### config.mk
export PLATFORM = sky130hd
export DESIGN_NAME = text_word_normalizer_unit
export DESIGN_NICKNAME = d
export VERILOG_FILES = /design/src/sv/twn_pkg.sv /design/src/sv/twn_fifo.sv /design/src/sv/twn_front.sv /design/src/sv/twn_back.sv /design/src/sv/text_word_normalizer_unit.sv
export VERILOG_INCLUDE_DIRS = /design/src /design/src/sv
export SDC_FILE = /design/constraint.sdc
export NUM_CORES = 1
export LEC_CHECK = 0
export ABC_AREA = 1
export BUFFER_PORTS_ARGS = -buffer_cell sky130_fd_sc_hd__buf_2
export CAP_MARGIN = 40
export CORE_MARGIN = 2
export CORE_UTILIZATION = 55
export CTS_BUF_LIST = sky130_fd_sc_hd__clkbuf_16
export DETAILED_ROUTE_END_ITERATION = 8
export PLACE_DENSITY = 0.68
export SLEW_MARGIN = 20
export SYNTH_ARGS = -nofsm -noshare
export SYNTH_HDL_FRONTEND = slang
export SYNTH_SLANG_ARGS = --single-unit
### constraint.sdc
create_clock -name clk -period 3.2 [get_ports clk]
set_input_delay 0 -clock clk [delete_from_list [all_inputs] [get_ports clk]]
set_output_delay 0 -clock clk [all_outputs]
set_load 0.005 [all_outputs]
### src/sv/text_word_normalizer_unit_macros.svh
// Assertion helpers for the normalizer RTL.
`ifndef TEXT_WORD_NORMALIZER_UNIT_MACROS_SVH
`define TEXT_WORD_NORMALIZER_UNIT_MACROS_SVH

// Same-cycle implication, sampled on clk, off during reset.
`define TWN_ASSERT_IMP(label, ante, cons) \
  label: assert property (@(posedge clk) disable iff (!rst_n) (ante) |-> (cons)) \
    else $error("normalizer check failed");

// Next-cycle implication, sampled on clk, off during reset.
`define TWN_ASSERT_NEXT(label, ante, cons) \
  label: assert property (@(posedge clk) disable iff (!rst_n) (ante) |=> (cons)) \
    else $error("normalizer check failed");

`endif

### src/sv/twn_pkg.sv
package twn_pkg;

  localparam int MAX_WORD_DEF = 32;
  localparam int LEN_W        = 6;
  localparam int BYTE_W       = 8;
  localparam int Q_DEPTH      = 2;
  localparam int Q_PTR_W      = 1;

  localparam logic [BYTE_W-1:0] CH_SPACE    = 8'h20;
  localparam logic [BYTE_W-1:0] CH_PERIOD   = 8'h2E;
  localparam logic [BYTE_W-1:0] CASE_OFFSET = 8'h20;

  // Input byte classes
  typedef enum logic [2:0] {
    CLS_SKIP,
    CLS_ADD,
    CLS_SPACE,
    CLS_SENT,
    CLS_FLUSH
  } twn_class_t;

  // Tail written after the word
  typedef enum logic [1:0] {
    SFX_SPACE,
    SFX_SENT,
    SFX_PERIOD
  } twn_sfx_t;

  typedef enum logic [1:0] {
    B_IDLE,
    B_FETCH,
    B_SEND
  } twn_bstate_t;

  // Emit command from front to back
  typedef struct packed {
    logic             bank;
    logic [LEN_W-1:0] len;
    twn_sfx_t         sfx;
  } twn_cmd_t;

  // Word bank handed back to the front
  typedef struct packed {
    logic valid;
    logic bank;
  } twn_rel_t;

  function automatic twn_class_t classify(input logic op, input logic [BYTE_W-1:0] c);
    twn_class_t r;
    if (op) begin
      r = CLS_FLUSH;
    end else begin
      unique case (c) inside
        [8'h41:8'h5A], [8'h61:8'h7A], [8'h30:8'h39],
        8'h40, 8'h24, 8'h23, 8'h2B, 8'h3C, 8'h3E, 8'h3D, 8'h2F: r = CLS_ADD;
        8'h20:                      r = CLS_SPACE;
        8'h3B, 8'h2E, 8'h21, 8'h3F: r = CLS_SENT;
        default:                    r = CLS_SKIP;
      endcase
    end
    return r;
  endfunction

  function automatic logic [BYTE_W-1:0] to_lower(input logic [BYTE_W-1:0] c);
    logic [BYTE_W-1:0] r;
    if (c >= 8'h41 && c <= 8'h5A) begin
      r = c + CASE_OFFSET;
    end else begin
      r = c;
    end
    return r;
  endfunction

  function automatic logic [1:0] sfx_len(input twn_sfx_t s);
    logic [1:0] r;
    unique case (s)
      SFX_SENT:   r = 2'd3;
      SFX_PERIOD: r = 2'd2;
      default:    r = 2'd1;
    endcase
    return r;
  endfunction

  function automatic logic [BYTE_W-1:0] sfx_char(input twn_sfx_t s, input logic [1:0] j);
    logic [BYTE_W-1:0] r;
    unique case (s)
      SFX_SENT:   r = (j == 2'd1) ? CH_PERIOD : CH_SPACE;
      SFX_PERIOD: r = (j == 2'd0) ? CH_PERIOD : CH_SPACE;
      default:    r = CH_SPACE;
    endcase
    return r;
  endfunction

endpackage

### src/sv/twn_fifo.sv
module twn_fifo (
  input  logic            clk,
  input  logic            rst_n,
  input  logic            push,
  input  twn_pkg::twn_cmd_t push_cmd,
  input  logic            pop,
  output twn_pkg::twn_cmd_t pop_cmd,
  output logic            full,
  output logic            empty
);
  import twn_pkg::*;

  twn_cmd_t             entry_r [Q_DEPTH];
  logic [Q_PTR_W-1:0]   wr_ptr_r, wr_ptr_nxt;
  logic [Q_PTR_W-1:0]   rd_ptr_r, rd_ptr_nxt;
  logic [Q_PTR_W:0]     cnt_r, cnt_nxt;

  assign full    = (cnt_r == (Q_PTR_W+1)'(Q_DEPTH));
  assign empty   = (cnt_r == '0);
  assign pop_cmd = entry_r[rd_ptr_r];

  // Advance pointers and occupancy
  always_comb begin
    wr_ptr_nxt = push ? wr_ptr_r + 1'b1 : wr_ptr_r;
    rd_ptr_nxt = pop ? rd_ptr_r + 1'b1 : rd_ptr_r;
    cnt_nxt    = cnt_r;
    if (push && !pop) begin
      cnt_nxt = cnt_r + 1'b1;
    end else if (!push && pop) begin
      cnt_nxt = cnt_r - 1'b1;
    end
  end

  always_ff @(posedge clk) begin
    if (!rst_n) begin
      wr_ptr_r <= '0;
      rd_ptr_r <= '0;
      cnt_r    <= '0;
    end else begin
      wr_ptr_r <= wr_ptr_nxt;
      rd_ptr_r <= rd_ptr_nxt;
      cnt_r    <= cnt_nxt;
    end
  end

  // Store commands
  always_ff @(posedge clk) begin
    if (push) begin
      entry_r[wr_ptr_r] <= push_cmd;
    end
  end

endmodule

### src/sv/twn_front.sv
module twn_front #(
  parameter int MAX_WORD = twn_pkg::MAX_WORD_DEF,
  parameter int IDX_W    = 5
) (
  input  logic                      clk,
  input  logic                      rst_n,
  input  logic                      in_valid,
  output logic                      in_stall,
  input  logic                      in_operation,
  input  logic [twn_pkg::BYTE_W-1:0] in_byte,
  input  logic                      q_full,
  output logic                      q_push,
  output twn_pkg::twn_cmd_t         q_cmd,
  input  twn_pkg::twn_rel_t         rel,
  output logic                      wr_en,
  output logic [IDX_W:0]            wr_addr,
  output logic [twn_pkg::BYTE_W-1:0] wr_data
);
  import twn_pkg::*;

  logic [LEN_W-1:0] len_r, len_nxt;
  logic             letters_r, letters_nxt;
  logic             ovf_r, ovf_nxt;
  logic             earlier_r, earlier_nxt;
  logic             bank_r, bank_nxt;
  logic [1:0]       busy_r, busy_nxt;

  twn_class_t       cls;
  logic [BYTE_W-1:0] ch;
  logic             accept;
  logic             word_ok;
  logic [1:0]       set_mask, clr_mask;

  // Hold input while the queue is full or the open bank is not yet released by the back
  assign in_stall = q_full || busy_r[bank_r];
  assign accept   = in_valid && !in_stall;
  assign cls      = classify(in_operation, in_byte);
  assign ch       = to_lower(in_byte);
  assign word_ok  = (len_r != '0) && letters_r && !ovf_r;
  assign wr_addr  = {bank_r, len_r[IDX_W-1:0]};
  assign wr_data  = ch;

  // Classify the byte and update the word state
  always_comb begin
    len_nxt     = len_r;
    letters_nxt = letters_r;
    ovf_nxt     = ovf_r;
    earlier_nxt = earlier_r;
    bank_nxt    = bank_r;
    q_push      = 1'b0;
    q_cmd       = '{bank: bank_r, len: len_r, sfx: SFX_SPACE};
    wr_en       = 1'b0;
    set_mask    = '0;
    if (accept) begin
      case (cls)
        CLS_ADD: begin
          if (ch < 8'h61 || ch > 8'h7A) begin
            letters_nxt = 1'b0;
          end
          if (len_r >= LEN_W'(MAX_WORD)) begin
            ovf_nxt = 1'b1;
          end else begin
            wr_en   = 1'b1;
            len_nxt = len_r + 1'b1;
          end
        end
        CLS_SPACE: begin
          if (word_ok) begin
            q_push      = 1'b1;
            earlier_nxt = 1'b1;
          end
        end
        CLS_SENT: begin
          if (word_ok) begin
            q_push    = 1'b1;
            q_cmd.sfx = SFX_SENT;
          end else if (earlier_r) begin
            q_push    = 1'b1;
            q_cmd.len = '0;
            q_cmd.sfx = SFX_PERIOD;
          end
          earlier_nxt = 1'b0;
        end
        CLS_FLUSH: begin
          if (len_r != '0) begin
            if (word_ok) begin
              q_push    = 1'b1;
              q_cmd.sfx = SFX_SENT;
            end
          end else if (earlier_r) begin
            q_push    = 1'b1;
            q_cmd.sfx = SFX_PERIOD;
          end
          earlier_nxt = 1'b0;
        end
        default: begin
        end
      endcase
      // Clear the word on any boundary
      if (cls == CLS_SPACE || cls == CLS_SENT || cls == CLS_FLUSH) begin
        len_nxt     = '0;
        letters_nxt = 1'b1;
        ovf_nxt     = 1'b0;
      end
      // A queued word locks its bank; continue in the other one
      if (q_push && q_cmd.len != '0) begin
        set_mask[bank_r] = 1'b1;
        bank_nxt         = ~bank_r;
      end
    end
  end

  // Release banks the back has finished
  always_comb begin
    clr_mask = '0;
    if (rel.valid) begin
      clr_mask[rel.bank] = 1'b1;
    end
    busy_nxt = (busy_r & ~clr_mask) | set_mask;
  end

  always_ff @(posedge clk) begin
    if (!rst_n) begin
      len_r     <= '0;
      letters_r <= 1'b1;
      ovf_r     <= 1'b0;
      earlier_r <= 1'b0;
      bank_r    <= 1'b0;
      busy_r    <= '0;
    end else begin
      len_r     <= len_nxt;
      letters_r <= letters_nxt;
      ovf_r     <= ovf_nxt;
      earlier_r <= earlier_nxt;
      bank_r    <= bank_nxt;
      busy_r    <= busy_nxt;
    end
  end

endmodule

### src/sv/twn_back.sv
module twn_back #(
  parameter int IDX_W = 5
) (
  input  logic                      clk,
  input  logic                      rst_n,
  input  logic                      wr_en,
  input  logic [IDX_W:0]            wr_addr,
  input  logic [twn_pkg::BYTE_W-1:0] wr_data,
  input  logic                      q_empty,
  input  twn_pkg::twn_cmd_t         q_cmd,
  output logic                      q_pop,
  output twn_pkg::twn_rel_t         rel,
  output logic                      out_valid,
  input  logic                      out_stall,
  output logic [twn_pkg::BYTE_W-1:0] out_byte,
  output logic                      out_last_of_run
);
  import twn_pkg::*;

  logic [BYTE_W-1:0] mem [2**(IDX_W+1)];
  logic [BYTE_W-1:0] rd_data_r;
  logic [IDX_W:0]    rd_addr;

  twn_bstate_t       st_r, st_nxt;
  twn_cmd_t          cmd_r, cmd_nxt;
  logic [LEN_W-1:0]  k_r, k_nxt;
  logic              ov_r, ov_nxt;
  logic [BYTE_W-1:0] ob_r, ob_nxt;
  logic              ol_r, ol_nxt;

  logic [LEN_W-1:0]  total;
  logic [LEN_W-1:0]  j;
  logic              last;
  logic              out_free;
  logic              load;
  logic [BYTE_W-1:0] byte_sel;

  // Word banks: written by the front, read here
  assign rd_addr = {cmd_r.bank, k_r[IDX_W-1:0]};
  always_ff @(posedge clk) begin
    if (wr_en) begin
      mem[wr_addr] <= wr_data;
    end
    rd_data_r <= mem[rd_addr];
  end

  assign total    = cmd_r.len + LEN_W'(sfx_len(cmd_r.sfx));
  assign j        = k_r - cmd_r.len;
  assign last     = (k_r == total - 1'b1);
  assign out_free = !ov_r || !out_stall;
  assign byte_sel = (k_r < cmd_r.len) ? rd_data_r : sfx_char(cmd_r.sfx, j[1:0]);

  // Next state
  always_comb begin
    st_nxt = st_r;
    unique case (st_r)
      B_IDLE:  if (!q_empty) st_nxt = B_FETCH;
      B_FETCH: st_nxt = B_SEND;
      B_SEND: begin
        if (out_free) begin
          st_nxt = last ? B_IDLE : B_FETCH;
        end
      end
      default: st_nxt = B_IDLE;
    endcase
  end

  // Pop commands, step through bytes, load the output register
  always_comb begin
    q_pop     = (st_r == B_IDLE) && !q_empty;
    load      = (st_r == B_SEND) && out_free;
    cmd_nxt   = q_pop ? q_cmd : cmd_r;
    k_nxt     = q_pop ? '0 : (load ? k_r + 1'b1 : k_r);
    rel.valid = load && last && (cmd_r.len != '0);
    rel.bank  = cmd_r.bank;
    ov_nxt    = ov_r;
    ob_nxt    = ob_r;
    ol_nxt    = ol_r;
    if (load) begin
      ov_nxt = 1'b1;
      ob_nxt = byte_sel;
      ol_nxt = last;
    end else if (!out_stall) begin
      ov_nxt = 1'b0;
    end
  end

  always_ff @(posedge clk) begin
    if (!rst_n) begin
      st_r <= B_IDLE;
      ov_r <= 1'b0;
    end else begin
      st_r <= st_nxt;
      ov_r <= ov_nxt;
    end
  end

  always_ff @(posedge clk) begin
    cmd_r <= cmd_nxt;
    k_r   <= k_nxt;
    ob_r  <= ob_nxt;
    ol_r  <= ol_nxt;
  end

  assign out_valid       = ov_r;
  assign out_byte        = ob_r;
  assign out_last_of_run = ol_r;

endmodule

### src/sv/text_word_normalizer_unit.sv
// Text word normalizer: takes one raw byte (or an end-of-stream mark) per
// transfer and produces lowercase words separated by single spaces, with
// sentence ends written as " . ". Every emitted byte is one output transfer;
// the final byte caused by an input item carries out_last_of_run. The front
// accepts one item per cycle while not stalled and writes word letters into
// one of two word banks; words to emit go through a two-entry command queue
// to the back, which pops a command when idle and then sends it byte by byte
// (bank read, then output register load), holding while the output is stalled
// and taking the next command only after the last byte. The front holds
// input only when the queue is full or both banks wait to be sent.
`include "text_word_normalizer_unit_macros.svh"

module text_word_normalizer_unit #(
  parameter int MAX_WORD = twn_pkg::MAX_WORD_DEF
) (
  input  logic                      clk,
  input  logic                      rst_n,
  input  logic                      in_valid,
  output logic                      in_stall,
  input  logic                      in_operation,
  input  logic [twn_pkg::BYTE_W-1:0] in_byte,
  output logic                      out_valid,
  input  logic                      out_stall,
  output logic [twn_pkg::BYTE_W-1:0] out_byte,
  output logic                      out_last_of_run
);
  import twn_pkg::*;

  localparam int IDX_W = (MAX_WORD > 1) ? $clog2(MAX_WORD) : 1;

  logic              q_full, q_empty, q_push, q_pop;
  twn_cmd_t          q_in_cmd, q_out_cmd;
  twn_rel_t          rel;
  logic              wr_en;
  logic [IDX_W:0]    wr_addr;
  logic [BYTE_W-1:0] wr_data;

  twn_front #(
    .MAX_WORD (MAX_WORD),
    .IDX_W    (IDX_W)
  ) u_front (
    .clk          (clk),
    .rst_n        (rst_n),
    .in_valid     (in_valid),
    .in_stall     (in_stall),
    .in_operation (in_operation),
    .in_byte      (in_byte),
    .q_full       (q_full),
    .q_push       (q_push),
    .q_cmd        (q_in_cmd),
    .rel          (rel),
    .wr_en        (wr_en),
    .wr_addr      (wr_addr),
    .wr_data      (wr_data)
  );

  twn_fifo u_fifo (
    .clk      (clk),
    .rst_n    (rst_n),
    .push     (q_push),
    .push_cmd (q_in_cmd),
    .pop      (q_pop),
    .pop_cmd  (q_out_cmd),
    .full     (q_full),
    .empty    (q_empty)
  );

  twn_back #(
    .IDX_W (IDX_W)
  ) u_back (
    .clk             (clk),
    .rst_n           (rst_n),
    .wr_en           (wr_en),
    .wr_addr         (wr_addr),
    .wr_data         (wr_data),
    .q_empty         (q_empty),
    .q_cmd           (q_out_cmd),
    .q_pop           (q_pop),
    .rel             (rel),
    .out_valid       (out_valid),
    .out_stall       (out_stall),
    .out_byte        (out_byte),
    .out_last_of_run (out_last_of_run)
  );

  // Queue never written when full, never read when empty
  `TWN_ASSERT_IMP(a_no_overflow, q_push, !q_full)
  `TWN_ASSERT_IMP(a_no_underflow, q_pop, !q_empty)
  // A bank release ends a run: the last byte is then in the output register
  `TWN_ASSERT_NEXT(a_release_last, rel.valid, out_valid && out_last_of_run)

endmodule

# == After elaboration in Yosys (flattened, before gate mapping) ==
# Memory sizes are Yosys's and may differ from the RTL's. A register that Yosys moved wholly into a read port is not among the register bits.
# Index checks and enable logic that the tools add are counted.
# W data, S select, Z words.
# word_totals
output_inout_bits,11
n_memories,2
elab_cells,180
inputBits,13
register_bits,34
mem_bits_rw,530
# mem_list
name,depth,width,rd,rd_clocked_by_memory_dff,write_ports,line_no,rtl
u_back.mem,64,8,1,1,1,twn_back.sv:20,logic [BYTE_W-1:0] mem [2**(IDX_W+1)];
u_fifo.entry_r,2,9,1,1,1,twn_fifo.sv:13,twn_cmd_t entry_r [Q_DEPTH];
# op_classes
n_reduce_logical,47
add_sub_neg,10
muxes,60
eq_ne,29
n_bitwise,4
order_cmp,14
# ops
op,n
$eq A8 B6 Y1 const B,12
$mux W6,6
$mux W8,4
$mux W1,28
$mux W2,10
$reduce_bool A6 Y1,3
$ge A8 B7 Y1 const B,2
$le A8 B7 Y1 const B,2
$pmux W8 S2,1
$logic_and A1 B1 Y1,15
$add A6 B1 Y6 const B,2
$pmux W2 S3,2
$reduce_and A3 Y1,4
$reduce_or A11 Y1,1
$reduce_bool A2 Y1,5
$add A8 B6 Y8 const B,1
$eq A8 B7 Y1 const B,1
$ge A8 B6 Y1 const B,1
$gt A8 B7 Y1 const B,1
$le A8 B6 Y1 const B,1
$lt A8 B7 Y1 const B,1
$mux W4,2
$pmux W2 S2,2
$logic_not A1 Y1,7
other kinds (31),50

# == Longest topological paths before layout ==
# depth
depth_word,13
ltp_mapped,18
depth_no_buf,18

# == By module ==
# Synthesis repeated with hierarchy kept, for this count alone.
# unflattened
cells_unflattened,2441
area_unflattened_um2,25540.7
# modules_own_cells
module,area_each_um2,n_inst,cells_each,seq_area_each_um2
twn_back,23307.4,1,2146,16255.6
twn_front,1350.0,1,232,240.2
twn_fifo,883.3,1,63,640.6

# == Worst setup path after synthesis ==
# Ideal clock, no wire load.
# synth_timing
kind,input port to flip-flop
from,input port in_byte[7] (netlist name)
to,memory u_back.mem[0][6] (data pin)
arrival_time_ns,2.347
setup_time_ns,0.555
slack_ns,0.298
required_time_ns,2.645
path_buffers,0
cell_stages,9
path_cell_list,inv_1 -> nand2_1 -> nor2_1 -> nand2_1 -> nand2_1 -> nand2_1 -> nand2_1 -> inv_1 -> a21oi_1
# synth_between
elab_chain_len,3
elab_cells_between_ends,4
classes_between,order compare: 2; mux: 1; reduce/logical: 1
# synth_lines
element,line_no,rtl
from (decl),text_word_normalizer_unit.sv:21,"input logic [twn_pkg::BYTE_W-1:0] in_byte,"
$ge A8 B7 Y1 or $le A8 B7 Y1 (tied branches),twn_pkg.sv:66,if (c >= 8'h41 && c <= 8'h5A) begin
$logic_and A1 B1 Y1 *,twn_pkg.sv:66,
$mux W8 *,twn_pkg.sv:66,
"net u_back.wr_data, one bit",twn_back.sv:8,"input logic [twn_pkg::BYTE_W-1:0] wr_data,"
to (decl),twn_back.sv:20,
# The timed path passes the listed nets; every way through them passes the cells marked *.

# == Worst setup path in the final report ==
# layout_timing
from,"register, netlist name u_back.cmd_r[0]"
to,register u_front.busy_r[1]
# layout_between
elab_chain_len,11
elab_cells_between_ends,12
classes_between,add/sub: 2; eq/ne: 3; mux: 2; bitwise: 3; reduce/logical: 2
# layout_lines
element,line_no,rtl
$eq A2 B2 Y1 or $eq A2 B1 Y1 (tied branches),twn_pkg.sv:76,unique case (s)
$pmux W2 S2 *,twn_pkg.sv:76,
$add A6 B2 Y6 *,twn_back.sv:47,assign total = cmd_r.len + LEN_W'(sfx_len(cmd_r.sfx));
$sub A6 B1 Y6 *,twn_back.sv:49,assign last = (k_r == total - 1'b1);
$eq A6 B6 Y1 *,twn_back.sv:49,
net u_back.last,twn_back.sv:33,logic last;
$logic_and A1 B1 Y1 * (2 in a row),twn_back.sv:74,rel.valid = load && last && (cmd_r.len != '0);
$mux W2 *,twn_front.sv:116,if (rel.valid) begin
$not A2 Y2 *,twn_front.sv:119,busy_nxt = (busy_r & ~clr_mask) | set_mask;
$and A2 B2 Y2 *,twn_front.sv:119,
$or A2 B2 Y2 *,twn_front.sv:119,
to (signal assigned),twn_front.sv:136,busy_r <= busy_nxt;
to (decl),twn_front.sv:26,"logic [1:0] busy_r, busy_nxt;"
# Marked as above.
# A chain may end at the register's enable or synchronous reset.

==> flow_metrics.py <==
metrics = {
    "synth": {
        "synthSimpleGateAreaFrac": 0.116,
        "synth_ff_type": "edfxtp_1",
        "async_flop_share": 0,
        "synth_edf_count": 548,
        "avgSynthCellArea_um2": 12.3,
        "synth_area_um2": 23700,
        "synth_compound_gate_area_share": 0.110,
        "synth.net_count": 1961,
        "synth-seq-cells": 581,
        "synth-seq-area-share": 0.722,
        "synth.distinct_cells": 42,
        "synth_top_family_by_area": "simple AND/OR/NAND/NOR gates",
        "synth_mux_area_frac": 0.00427,
        "synth_xor_area_frac": 0.00369,
        "yosys.area_share.adder": 0.0133,
        "yosys_warnings": 0,
        "syn_inst": 1924,
    },
    "worst_setup_path": {
        "crit_path_end_kind": "flip-flop",
        "cp-start-kind": "flip-flop",
        "cp_max_fo": 3,
        "arrival_ns": 3.41,
        "crit_type": "flip-flop to flip-flop",
        "cp.required_ns": 3.67,
        "reg2reg_to": "u_front.busy_r[1]",
        "rrSetupSlack_ns": 0.26,
        "r2r-start": "u_back.cmd_r[0]",
        "reg2reg_depth": 14,
    },
    "power": {
        "ir_drop_mv": 0.422,
        "p_leak_nw": 9.16,
        "power_per_cell_area_nw_per_um2": 679,
    },
    "global_route": {
        "track_usage": 0.264,
        "grt_pass1_vias": 15100,
        "grt_pass1_wl_um": 88600,
        "grt_start_max_net_pins": 162,
        "antenna_found_initial": 2,
        "overflow": 0,
    },
    "route": {
        "drt_pre_antenna_iters": 5,
        "antenna_left": 0,
        "wl_per_cell_um": 22.5,
        "viasPerCell": 6.04,
        "vias": 15600,
        "wl_met1_um": 24400,
        "drt-total-wl_um": 58400,
        "drtIter0Drc": 1838,
        "dr_wl_met3_um": 4890,
        "drc_errors": 0,
        "wl_met2_um": 27200,
        "highest_layer": "met4",
    },
    "cts": {
        "h-tree-depth": 2,
        "post_cts_buffers": 0,
        "numCtsBuffers": 57,
        "cts_tree": "done",
        "path_clk_slew_ns": 0.06,
        "clock_path_buffers": 3,
        "clkSinkCount": 581,
        "cts-root-buf": "clkbuf_16",
        "clk_latency_ns": 0.62,
    },
    "placement": {
        "place_hpwl_um": 34100,
        "pre_cts_ws_ns": 0.309,
        "gp_congestion": 0.871,
        "numPortBuffers": 23,
        "post_dp_cell_area_um2": 25000,
    },
    "floorplanning": {
        "num_rows": 76,
        "io_pins": 24,
        "die_y_um": 212,
        "die_x_um": 212,
        "start_util": 0.554,
        "dieArea_um2": 44800,
        "core_area_um2": 42800,
    },
    "worst_hold_path": {
        "min_path_cells": 7,
        "hold_path_class": "input pin to flip-flop",
        "min_to": "u_front.letters_r",
        "worstHoldStart": "in_byte[5]",
    },
    "timing": {
        "whs_ns": 0.113,
        "tns_ns": 0,
        "finalSetupViolCount": 0,
        "rsz0062_at_grt": "false",
        "final_hold_viol_count": 0,
        "fmax_mhz": 340,
        "skew_ns": 0.0294,
        "setup_slack_ns": 0.263,
        "max-slew-margin-rel": 0.448,
        "tightest_slew_ns": 0.829,
        "final.period_utilization": 0.918,
        "min_period_ns": 2.94,
        "drv_slew": 0,
    },
    "final_layout": {
        "syn2layout_area_growth_pct": 12.5,
        "finish.instance_area_um2": 26700,
        "nets": 2039,
        "n_fill_cell": 3287,
        "drive_gt1_frac": 0.109,
    },
    "outcome": {
        "status": "completed",
    },
    "run": {
        "cap_violations": 0,
    },
}
cells in the mapped netlist, types with 5 or more instances:
cell,n,area (µm²)
nand4_1,36,225
inv_1,73,274
nand2_1,164,616
nand3_1,67,335
edfxtp_1,548,16500
mux2_2,9,101
nor2_1,365,1370
o22ai_1,78,488
dfxtp_1,33,661
buf_1,8,30.0
clkbuf_1,96,360
o211ai_1,16,120
ha_1,22,275
a21oi_1,31,155
o21ai_0,273,1370
xnor2_1,6,52.6
nor3_1,5,25.0
o221ai_1,50,438
worst max-delay path by stage:
stage,start,endpoint,slack [ns],cells past startpoint
3_3_place_gp,u_back.cmd_r[0],u_front.busy_r[1],0.36,14
2_1_floorplan,in_byte[7],u_back.mem[0][6],0.30,9
4_1_cts,u_back.cmd_r[0],u_front.busy_r[0],0.28,14
5_1_grt,u_back.cmd_r[0],u_front.busy_r[0],0.02,14
6_report,u_back.cmd_r[0],u_front.busy_r[1],0.26,14
3_5_place_dp,u_back.cmd_r[0],u_front.busy_r[0],0.31,14
worst max-delay path, stage by stage, from the launching register on:
cell and delay (ns):
edfxtp_1 0.39, inv_1 0.11, ha_1 0.25, ha_1 0.30, inv_1 0.05, ha_1 0.22
fa_1 0.45, nand3_1 0.11, nand2_1 0.06, xnor2_1 0.14, nand2_1 0.07, nor3_1 0.25
nand3_1 0.15, o21ai_0 0.18, a21oi_1 0.09
flip-flops by register name (all words and copies together) (netlist names), 2 cells and up:
signal / flops
u_back.rd_data_r: 8
u_back.cmd_r: 8
u_fifo.cnt_r: 2
u_back.mem: 512
u_fifo.entry_r: 18
u_front.busy_r: 2
u_back.k_r: 6
u_back.out_byte: 8
u_front.len_r: 6
u_back.st_r: 2
layout by cell type, fill, tap and decap left out, types with 23 or more instances in the layout:
master,instances
a21oi_1,30
buf_2,23
buf_4,90
clkbuf_16,57
dfxtp_1,30
edfxtp_1,548
inv_1,90
nand2_1,163
nand3_1,67
nand4_1,36
nor2_1,364
o21ai_0,273
o221ai_1,50
o22ai_1,78
layout make-up:
cell class                      count  area [µm²]  share of cell area
Multi-Input combinational cell   1152        5870               0.220
Timing Repair Buffer              130        1050              0.0394
Clock buffer                       57        1430              0.0535
Antenna cell                        1        2.50           0.0000938
Clock inverter                     43         206             0.00774
Sequential cell                   581       17100               0.642
Tap cell                          546         683              0.0256
Inverter                           80         309              0.0116
layer usage:
| layer | vias up | track usage |
|---|---|---|
| met5 | - | 0 |
| met4 | 0 | 0.0954 |
| met3 | 133 | 0.0444 |
| met2 | 700 | 0.412 |
| met1 | 7607 | 0.377 |
| li1 | 7199 | - |
logic make-up (layout without fill, tap and decap cells):
kind of cell / after synthesis / in the layout
DFF: 581 / 581
AOI/OAI and AO/OA: 453 / 453
muxes: 9 / 9
buffers and inverters: 191 / 310
xor gates and xnor gates: 10 / 10
adders and majority gates: 24 / 24
and+or+nand+nor: 656 / 656
other: 0 / 1
report_power, final:
group | switching [mW] | internal (mW)
clock | 2.69 | 3.27
combinational | 2.35 | 1.11
sequential | 0.142 | 8.56
repair_timing:
item | 4_1_cts | 5_1_grt
hold buffers | 8 | 0
gates resized for setup | 0 | 0
setup endpoints to repair | 0 | 0
hold endpoints to repair | 22 | 0
metrics by stage:
step	total power, mW	util	std cells
after detailed placement	12.3	0.583	2481
final	18.1	0.623	2590
after floorplan	11.1	-	1924
after global placement	12.2	0.583	2481
after global routing	18.9	0.623	2589
after CTS	18.2	0.623	2589
(Power assumes the default switching activity.)
